<file path="src/hdl/rgb_to_led_palette_quantizer_defines.svh">
// Assertion macros used by the palette quantizer top level.
`ifndef RGB_TO_LED_PALETTE_QUANTIZER_DEFINES_SVH
`define RGB_TO_LED_PALETTE_QUANTIZER_DEFINES_SVH

// Same-cycle implication, disabled while reset is asserted.
`define RLPQ_ASSERT_NOW(label, ante, cons, msg) \
  label: assert property (@(posedge clk) disable iff (!rst_n) (ante) |-> (cons)) \
    else $error(msg);

// Next-cycle implication, disabled while reset is asserted.
`define RLPQ_ASSERT_NEXT(label, ante, cons, msg) \
  label: assert property (@(posedge clk) disable iff (!rst_n) (ante) |=> (cons)) \
    else $error(msg);

`endif

</file>
<file path="src/hdl/rlpq_pkg.sv">
// Package with widths and decision thresholds of the palette quantizer.
`timescale 1ns / 1ps
`default_nettype none

package rlpq_pkg;

  localparam int CH_W  = 8;
  localparam int PIX_W = 3 * CH_W;

  typedef logic [CH_W-1:0]  chan_t;
  typedef logic [PIX_W-1:0] pixel_t;

  localparam chan_t LOW_CUT      = 8'd25;
  localparam int    BRIGHT_CUT   = 175;
  localparam int    MEAN_BIAS    = 10;
  localparam chan_t LVL_TOP      = 8'd220;
  localparam chan_t LVL_HIGH     = 8'd165;
  localparam chan_t LVL_MID      = 8'd110;
  localparam chan_t LVL_LOW      = 8'd57;
  localparam chan_t MIX_CUT      = 8'd135;
  localparam chan_t RED_BLUE_CUT = 8'd85;
  localparam int    NEAR_DIFF    = 20;
  localparam pixel_t WHITE_24    = 24'hFFFFFF;
  localparam pixel_t BLACK_24    = 24'h000000;

endpackage

`default_nettype wire

</file>
<file path="src/hdl/rlpq_map.sv">
// Combinational decision tree that maps one RGB pixel to an LED color.
`timescale 1ns / 1ps
`default_nettype none

module rlpq_map (
  input  wire rlpq_pkg::pixel_t pixel,
  output rlpq_pkg::pixel_t      color
);
  import rlpq_pkg::*;

  // Sum of the channels plus bias; the truncated mean exceeds the bright cut
  // exactly when this sum reaches three times one more than the cut.
  localparam int SUM_W = CH_W + 2;
  localparam logic [SUM_W-1:0] BRIGHT_SUM = SUM_W'(3 * (BRIGHT_CUT + 1));
  localparam logic signed [CH_W:0] NEAR_S = (CH_W+1)'(NEAR_DIFF);

  function automatic chan_t quant(input chan_t v);
    chan_t q;
    if (v > LVL_TOP) begin
      q = LVL_TOP;
    end else if (v > LVL_HIGH) begin
      q = LVL_HIGH;
    end else if (v > LVL_MID) begin
      q = LVL_MID;
    end else begin
      q = LVL_LOW;
    end
    return q;
  endfunction

  chan_t r, g, b;
  logic [SUM_W-1:0] sum;
  logic signed [CH_W:0] d_rb, d_rg, d_gr, d_gb;
  logic near_rb, near_rg, near_gr, near_gb;

  assign r = pixel[PIX_W-1 -: CH_W];
  assign g = pixel[2*CH_W-1 -: CH_W];
  assign b = pixel[CH_W-1:0];

  assign sum = SUM_W'(r) + SUM_W'(g) + SUM_W'(b) + SUM_W'(MEAN_BIAS);

  // Differences are signed, so a negative difference counts as near.
  assign d_rb = $signed({1'b0, r}) - $signed({1'b0, b});
  assign d_rg = $signed({1'b0, r}) - $signed({1'b0, g});
  assign d_gr = $signed({1'b0, g}) - $signed({1'b0, r});
  assign d_gb = $signed({1'b0, g}) - $signed({1'b0, b});
  assign near_rb = d_rb < NEAR_S;
  assign near_rg = d_rg < NEAR_S;
  assign near_gr = d_gr < NEAR_S;
  assign near_gb = d_gb < NEAR_S;

  always_comb begin
    color = BLACK_24;
    priority if (r < LOW_CUT && g < LOW_CUT && b < LOW_CUT) begin
      color = BLACK_24;
    end else if (sum >= BRIGHT_SUM) begin
      color = WHITE_24;
    end else if (r != '0) begin
      if (g != '0) begin
        priority if (b == '0) begin
          color = BLACK_24;
        end else if (b > r && b > g) begin
          priority if (g > r) begin
            color = {8'h00, g, b};
          end else if ((r > RED_BLUE_CUT) ^ near_rb) begin
            color = {r, 8'h00, b};
          end else begin
            color = {8'h00, 8'h00, quant(b)};
          end
        end else if (r > b && r > g) begin
          if (g > b) begin
            if ((g >= MIX_CUT) ^ near_rg) begin
              color = {r, g, 8'h00};
            end else begin
              color = {quant(r), 8'h00, 8'h00};
            end
          end else begin
            if ((b >= MIX_CUT) ^ near_rb) begin
              color = {r, 8'h00, b};
            end else begin
              color = {quant(r), 8'h00, 8'h00};
            end
          end
        end else if (r > b) begin
          // Green ties or leads here.
          if ((r >= MIX_CUT) ^ near_gr) begin
            color = {r, g, 8'h00};
          end else begin
            color = {8'h00, quant(g), 8'h00};
          end
        end else begin
          if ((b >= MIX_CUT) ^ near_gb) begin
            color = {8'h00, g, b};
          end else begin
            color = {8'h00, quant(g), 8'h00};
          end
        end
      end else if (b != '0) begin
        // Purple: red and blue with no green use fixed codes.
        if (r > b) begin
          color = {quant(r), LVL_LOW, 8'h00};
        end else begin
          color = {LVL_LOW, quant(b), 8'h00};
        end
      end else begin
        color = {quant(r), 8'h00, 8'h00};
      end
    end else if (b != '0) begin
      if (g != '0) begin
        color = {8'h00, g, b};
      end else begin
        color = {8'h00, 8'h00, quant(b)};
      end
    end else if (g != '0) begin
      color = {8'h00, quant(g), 8'h00};
    end else begin
      color = BLACK_24;
    end
  end

endmodule

`default_nettype wire

</file>
<file path="src/hdl/rgb_to_led_palette_quantizer.sv">
// Top level: input register, palette decision tree and result register.
// Requests pass through the input register and then the result register.
// Throughput: one pixel per clock while out_ready keeps up; the input and
// result registers, a two-stage pipeline, stall together only when both are full.
// Reset: synchronous active-low rst_n clears both stage valid flags; the
// pixel and color registers are not reset.
`timescale 1ns / 1ps
`default_nettype none

module rgb_to_led_palette_quantizer (
  input  wire                   clk,
  input  wire                   rst_n,
  input  wire                   in_valid,
  output logic                  in_ready,
  input  wire rlpq_pkg::pixel_t in_pixel_in,
  output logic                  out_valid,
  input  wire                   out_ready,
  output rlpq_pkg::pixel_t      out_led_color
);
  import rlpq_pkg::*;

  `include "rgb_to_led_palette_quantizer_defines.svh"

  logic   s1_v_r, s1_v_nxt;
  pixel_t s1_pix_r;
  logic   s2_v_r, s2_v_nxt;
  pixel_t s2_color_r;
  pixel_t map_color;
  logic   s2_free, s1_adv, in_acc;

  rlpq_map u_map (
    .pixel (s1_pix_r),
    .color (map_color)
  );

  assign s2_free  = !s2_v_r || out_ready;
  assign s1_adv   = s1_v_r && s2_free;
  assign in_ready = !s1_v_r || s2_free;
  assign in_acc   = in_valid && in_ready;

  always_comb begin
    s1_v_nxt = s1_v_r;
    if (in_ready) begin
      s1_v_nxt = in_valid;
    end
    s2_v_nxt = s2_v_r;
    if (s2_free) begin
      s2_v_nxt = s1_v_r;
    end
  end

  always_ff @(posedge clk) begin
    if (!rst_n) begin
      s1_v_r <= 1'b0;
      s2_v_r <= 1'b0;
    end else begin
      s1_v_r <= s1_v_nxt;
      s2_v_r <= s2_v_nxt;
    end
  end

  always_ff @(posedge clk) begin
    if (in_acc) begin
      s1_pix_r <= in_pixel_in;
    end
    if (s1_adv) begin
      s2_color_r <= map_color;
    end
  end

  assign out_valid     = s2_v_r;
  assign out_led_color = s2_color_r;

  `RLPQ_ASSERT_NOW(a_stall_only_full, !in_ready, s1_v_r && s2_v_r,
    "input stalled while a pipeline stage is empty")
  `RLPQ_ASSERT_NEXT(a_result_follows, s1_adv, out_valid && out_led_color == $past(map_color),
    "result register does not hold the mapped color of the advanced request")
  `RLPQ_ASSERT_NOW(a_dark_black,
    s1_v_r && s1_pix_r[23:16] < LOW_CUT && s1_pix_r[15:8] < LOW_CUT && s1_pix_r[7:0] < LOW_CUT,
    map_color == BLACK_24, "near-black pixel did not map to black")
  `RLPQ_ASSERT_NEXT(a_accept_fills, in_acc, s1_v_r && s1_pix_r == $past(in_pixel_in),
    "accepted request not captured in the input register")

endmodule

`default_nettype wire

</file>
<file path="config.mk">
export PLATFORM = sky130hd
export DESIGN_NAME = rgb_to_led_palette_quantizer
export DESIGN_NICKNAME = d
export VERILOG_FILES = /design/src/hdl/rlpq_pkg.sv /design/src/hdl/rlpq_map.sv /design/src/hdl/rgb_to_led_palette_quantizer.sv
export VERILOG_INCLUDE_DIRS = /design/src /design/src/hdl
export SDC_FILE = /design/constraint.sdc
export NUM_CORES = 1
export LEC_CHECK = 0
export BUFFER_PORTS_ARGS = -buffer_cell sky130_fd_sc_hd__clkbuf_2
export CELL_PAD_IN_SITES_DETAIL_PLACEMENT = 1
export CELL_PAD_IN_SITES_GLOBAL_PLACEMENT = 2
export CORE_MARGIN = 3
export CORE_UTILIZATION = 28
export CTS_BUF_LIST = sky130_fd_sc_hd__clkbuf_4 sky130_fd_sc_hd__clkbuf_8
export DETAILED_ROUTE_END_ITERATION = 10
export PLACE_DENSITY_LB_ADDON = 0.1
export SETUP_SLACK_MARGIN = 0.05
export SYNTH_ARGS = -nofsm -noshare
export SYNTH_HDL_FRONTEND = slang
export SYNTH_SLANG_ARGS = --single-unit
export TNS_END_PERCENT = 20
</file>
<file path="constraint.sdc">
create_clock -name clk -period 4.64 [get_ports clk]
set_input_delay 0.464 -clock clk [delete_from_list [all_inputs] [get_ports clk]]
set_output_delay 0.464 -clock clk [all_outputs]
set_load 0.05 [all_outputs]
</file>
; ---- Word-level counts from Yosys, hierarchy flattened
; Cells that the tools add are included.
; Widths: inputs -> output; s select.
[classes]
n_addsub = 7
magnitude_cmp = 27
muxes = 28
n_bitwise = 5
n_reduce_logical = 14
[op_table]
columns = op, count
row1 = $mux 24, 16
row2 = $gt 8x8->1, 6
row3 = $gt 8x8->1 const B, 6
row4 = $mux 16, 3
row5 = $mux 8, 6
row6 = $lt 9x6->1 const B, 4
row7 = $sub 8x8->9, 4
row8 = $gt 8x7->1 const B, 4
row9 = $ge 8x8->1 const B, 3
row10 = $lt 8x5->1 const B, 3
row11 = $reduce_bool 8->1, 3
row12 = $mux 7, 3
row13 = $add 10x4->10 const B, 1
row14 = $add 10x8->10, 1
row15 = $ge 10x10->1 const B, 1
row16 = $add 8x8->9, 1
row17 = $logic_not 8->1, 1
row18 = $logic_and 1x1->1, 6
row19 = $xor 1x1->1, 5
row20 = $logic_not 1->1, 2
row21 = $logic_or 1x1->1, 2
[totals]
regBits = 50
input_bits = 28
output_inout_bits = 26
word_cells = 85

; ---- Longest topological paths before layout
[depth]
ltp_word = 12
mapped_depth = 22

; ---- Hierarchy
; A second synthesis with hierarchy kept.
[unflattened]
cells_unflattened = 561
hier_area_um2 = 5013.6
[by_module_without_submodules]
columns = module, n_inst, cells_per_inst, area_each_um2, seq_area_each_um2
row1 = rlpq_map, 1, 504, 3468.3, 0.0
row2 = rgb_to_led_palette_quantizer, 1, 57, 1545.2, 1481.4

; ---- Worst setup path before layout
; OpenSTA, ideal clock, no wires.
[synth_path]
path_type = reg-to-reg
from = reg s1_pix_r[9]
to = reg s2_color_r[16] (netlist: out_led_color[16]) (data pin)
setup_time_ns = 0.269
t_arrival_ns = 4.375
required_ns = 4.371
slack_ns = -0.004
stages_incl_launch_ff = 22
path_buffers = 1
cell_sequence = edfxtp_1 -> inv_1 -> ha_1 -> inv_1 -> a21oi_1 -> nor2_1 -> nor2_1 -> o21bai_1 -> a21oi_1 -> o21bai_1 -> a21oi_1 -> xnor2_1 -> ha_1 -> ha_1 -> or4bb_1 -> a21oi_1 -> nor2_1 -> o32ai_1 -> clkbuf_1 -> nand3_1 -> a211oi_1 -> nor3_1
[synth_between]
elab_chain_cells = 11
[synth_lines]
columns = item, line_no
row1 = start: declaration, rgb_to_led_palette_quantizer.sv:25  ; pixel_t s1_pix_r;
row2 = start signal: assignment, rgb_to_led_palette_quantizer.sv:64  ; s1_pix_r <= in_pixel_in;
row3 = "parallel branches: the longest is 11 deep, another holds $add 10x8->10", -
row4 = end signal: assignment, rgb_to_led_palette_quantizer.sv:67  ; s2_color_r <= map_color;
row5 = end: declaration, rgb_to_led_palette_quantizer.sv:27  ; pixel_t s2_color_r;
; Several ways; the timed one is not identified.
; A chain may end at the register's enable or synchronous reset.

; ---- Final worst setup path
[layout_path]
from = reg s1_pix_r[17]
to = reg s2_color_r[15] (netlist: out_led_color[15]) (data pin)
; Same word-level chain as after synthesis.

==> flow_summary_export.csv <==
group,metric,value,unit
route,num_vias,5828,
final_layout,final_nets,834,
final_layout,syn_to_final_growth,19.03,%
clock_network,cts_hold_buf,0,
sta,period_share,95.68,%
synthesis,synth-seq-cells,50,
clock_network,clkSinkCount,50,
global_routing,antenna_found_initial,0,
route,drc,0,
synthesis,synth-seq-area-share,26.82,%
synthesis,synth_top_area_share,26.10,%
final_layout,final_cells,1008,
die,coreArea,19020,µm²
clock_network,path_clk_slew,0.12,ns
route,ant_nets,0,
clock_network,clockRootBuffer,"clkbuf_8",
final_layout,fillCellCount,2309,
sta,setup_ws,0.2004,ns
route,routed_wl,23810,µm
job,drv_cap,0,
synthesis,syn_inst,667,
die,initial_core_util,29.04,%
global_routing,grt_max_degree,28,
worst_setup_path,crit_arrival,4.53,ns
die,row_count,50,
die,ioPinCount,54,
worst_setup_path,path_class,"reg2reg",
pwr,power.total,2.010,mW
synthesis,synth_mux_area_share,2.651,%
pwr,leakage,2.714,nW
hold_path,hp-class,"in2reg",
sta,skew,0.02023,ns
worst_setup_path,r2r_slack,0.20,ns
synthesis,synth-xor-area-share,2.379,%
placed_design,port_buffers,53,
final_layout,layout_commonest_cell,"nand2_1",
pwr,ir_drop,0.1229,mV
synthesis,synthesis.nets,754,
synthesis,yosys.area_share.simple,19.55,%
clock_network,cts_tree,"yes",
synthesis,synth_area_per_cell,8.280,µm²
synthesis,ys_top_cells_by_area,"edfxtp_1 26%, ha_1 13%, a21oi_1 4.8%",
placed_design,dp.cells,990,
final_layout,drive_gt1_share,18.85,%
sta,worstMarginPinSlew,1.179,ns
synthesis,yosys.area.top_type,"edfxtp_1",
synthesis,synth_edf_count,48,
sta,drv_slew,0,
route,wl_per_cell,23.62,µm
status,outcome,"completed",
route,drt-initial-drc-count,349,
clock_network,clk_latency,0.35,ns
final_layout,final_cell_mix,"56 x nand2_1, 54 x ha_1, 53 x clkbuf_2",
sta,finalSetupViolCount,0,
final_layout,utilization,34.57,%
placed_design,place_ws,0.07093,ns
synthesis,synth-warning-count,0,
sta,fmaxAchievable,225.2,MHz
sta,maxSlewHeadroom,21.43,%
sta,hold_violations,0,
global_routing,grt_pass1_vias,5922,
worst_setup_path,critPathMaxFanout,6,
placed_design,place_congestion,0.8788,
global_routing,grt_pass1_wl,35780,µm
clock_network,ctsHtreeMaxLevel,2,
route,viasPerCell,5.782,
global_routing,gr-total-overflow,0,
synthesis,synth_cell_types,78,
synthesis,synth_compound_area_share,30.18,%
synthesis,synth-adder-area-share,13.64,%
synthesis,synth-async-reset-ratio,0,%
synthesis,synth_top_family_by_area,"compound AO/OA/AOI/OAI gates",
sta,period_needed,4.440,ns
pwr,power_density,305.7,nW/µm²
synthesis,synth_ff_type,"edfxtp_1",
global_routing,grt_usage,21.44,%
synthesis,synthesis.area,5523,µm²
clock_network,cts_buffers,5,
placed_design,hpwl,18660,µm
die,die_width,146.4,µm
die,die_y,146.4,µm
worst_setup_path,cp-start-kind,"flop",
die,die_area,21450,µm²
final_layout,antenna_cells,0,
worst_setup_path,crit_required,4.73,ns
route,dr.pass1.iters,5,
worst_setup_path,cp-end-kind,"flop",
clock_network,clockBufferDepth,2,
==> per-layer routing <==
layer  vias up  routed length (µm)  global-route usage (%)
met5         -                   0                       0
met3        22                1167                   3.849
met1      2932               10990                   29.51
li1       2707                   -                       -
met4         0                 408                   3.622
met2       167               11250                   35.73
==> synthesized netlist by cell type (4+ instances only) <==
master,number
a31oi_1,18
clkbuf_1,16
a21o_1,10
o21ai_0,40
nor2_1,53
and3_1,7
o21ai_1,11
and2_1,9
inv_1,43
xor2_1,5
ha_1,57
nand4_1,9
o211a_1,4
o211ai_1,9
a211oi_1,18
nor3_1,15
nand2b_1,5
o21bai_1,9
o31ai_1,5
nor4_1,7
buf_2,7
mux2_2,5
xnor2_1,10
or3_1,4
o31a_1,4
edfxtp_1,48
a22oi_1,5
nor2b_1,10
nand2_1,56
a21oi_1,53
o22ai_1,7
mux2i_1,9
a41oi_1,4
o21a_1,12
nand3_1,17
==> worst max-delay path, stage by stage, from the launching register on <==
cell and delay (ns):
edfxtp_1 0.42, buf_4 0.16, ha_4 0.27, inv_1 0.05, a21oi_2 0.11, nor2_1 0.06, nor2_2 0.14, o21bai_1 0.09
a21oi_2 0.16, o21bai_1 0.09, a21oi_1 0.16, xnor2_1 0.09, ha_1 0.34, ha_4 0.26, or4bb_1 0.51, a21oi_2 0.15
nor2_1 0.07, o32ai_4 0.35, buf_6 0.17, buf_6 0.13, a21boi_1 0.21, and2_1 0.15, a311oi_1 0.04
==> flip-flops by register name (all words and copies together), names as in the netlist <==
name           cells
s1_pix_r          24
out_valid          1
s1_v_r             1
out_led_color     24
==> per-stage QoR <==
stage | hold slack [ns] | instance area [µm²] | setup TNS, ns
floorplan | 0.4768 | 5530 | 0
global placement | 0.4961 | 6289 | 0
detailed placement | 0.5029 | 6289 | 0
CTS | 0.2695 | 6386 | 0
global route | 0.2653 | 6574 | -0.01578
finish | 0.2781 | 6574 | 0
==> cells by family after synthesis <==
logic type | count (synthesis)
buf+inv | 67
compound gates | 249
flops | 50
fa+ha+maj | 59
xor+xnor | 15
simple gates | 213
mux | 14
==> final timing paths <==
| kind | to | cells past startpoint | start |
|---|---|---|---|
| hold reg to reg | out_valid$_SDFFE_PN0P_ | 1 | s1_v_r$_SDFFE_PN0N_ |
| setup reg to reg | out_led_color[15]$_SDFFCE_PP0P_ | 22 | s1_pix_r[17]$_DFFE_PP_ |
| hold / removal | s1_pix_r[11]$_DFFE_PP_ | 1 | in_pixel_in[11] |
| setup / recovery | out_led_color[15]$_SDFFCE_PP0P_ | 22 | s1_pix_r[17]$_DFFE_PP_ |
==> area by class of cell <==
type / instances / area, µm² / share of cell area [%]
Tap cell: 260 / 325.3 / 4.949
Clock buffer: 5 / 68.82 / 1.047
Timing Repair Buffer: 97 / 628.1 / 9.555
Multi-Input combinational cell: 550 / 3880 / 59.02
Clock inverter: 3 / 28.78 / 0.4378
Inverter: 43 / 161.4 / 2.455
Sequential cell: 50 / 1481 / 22.54
==> what timing repair did <==
action / 4_1_cts / 5_1_grt
gates resized for setup: 1 / 18
pin swaps: 0 / 7
buffers inserted: 0 / 8
cloned: 0 / 2
endpoints found under the setup margin: 2 / 21
==> where the power goes <==
| group | leakage (nW) | internal, mW | total (mW) | switching (mW) |
|---|---|---|---|---|
| Combinational | 2.19 | 0.421 | 1.11 | 0.694 |
| Sequential | 0.478 | 0.566 | 0.592 | 0.0261 |
| Clock | 0.0502 | 0.113 | 0.304 | 0.191 |
No activity file was read; power rests on OpenSTA's default activity.
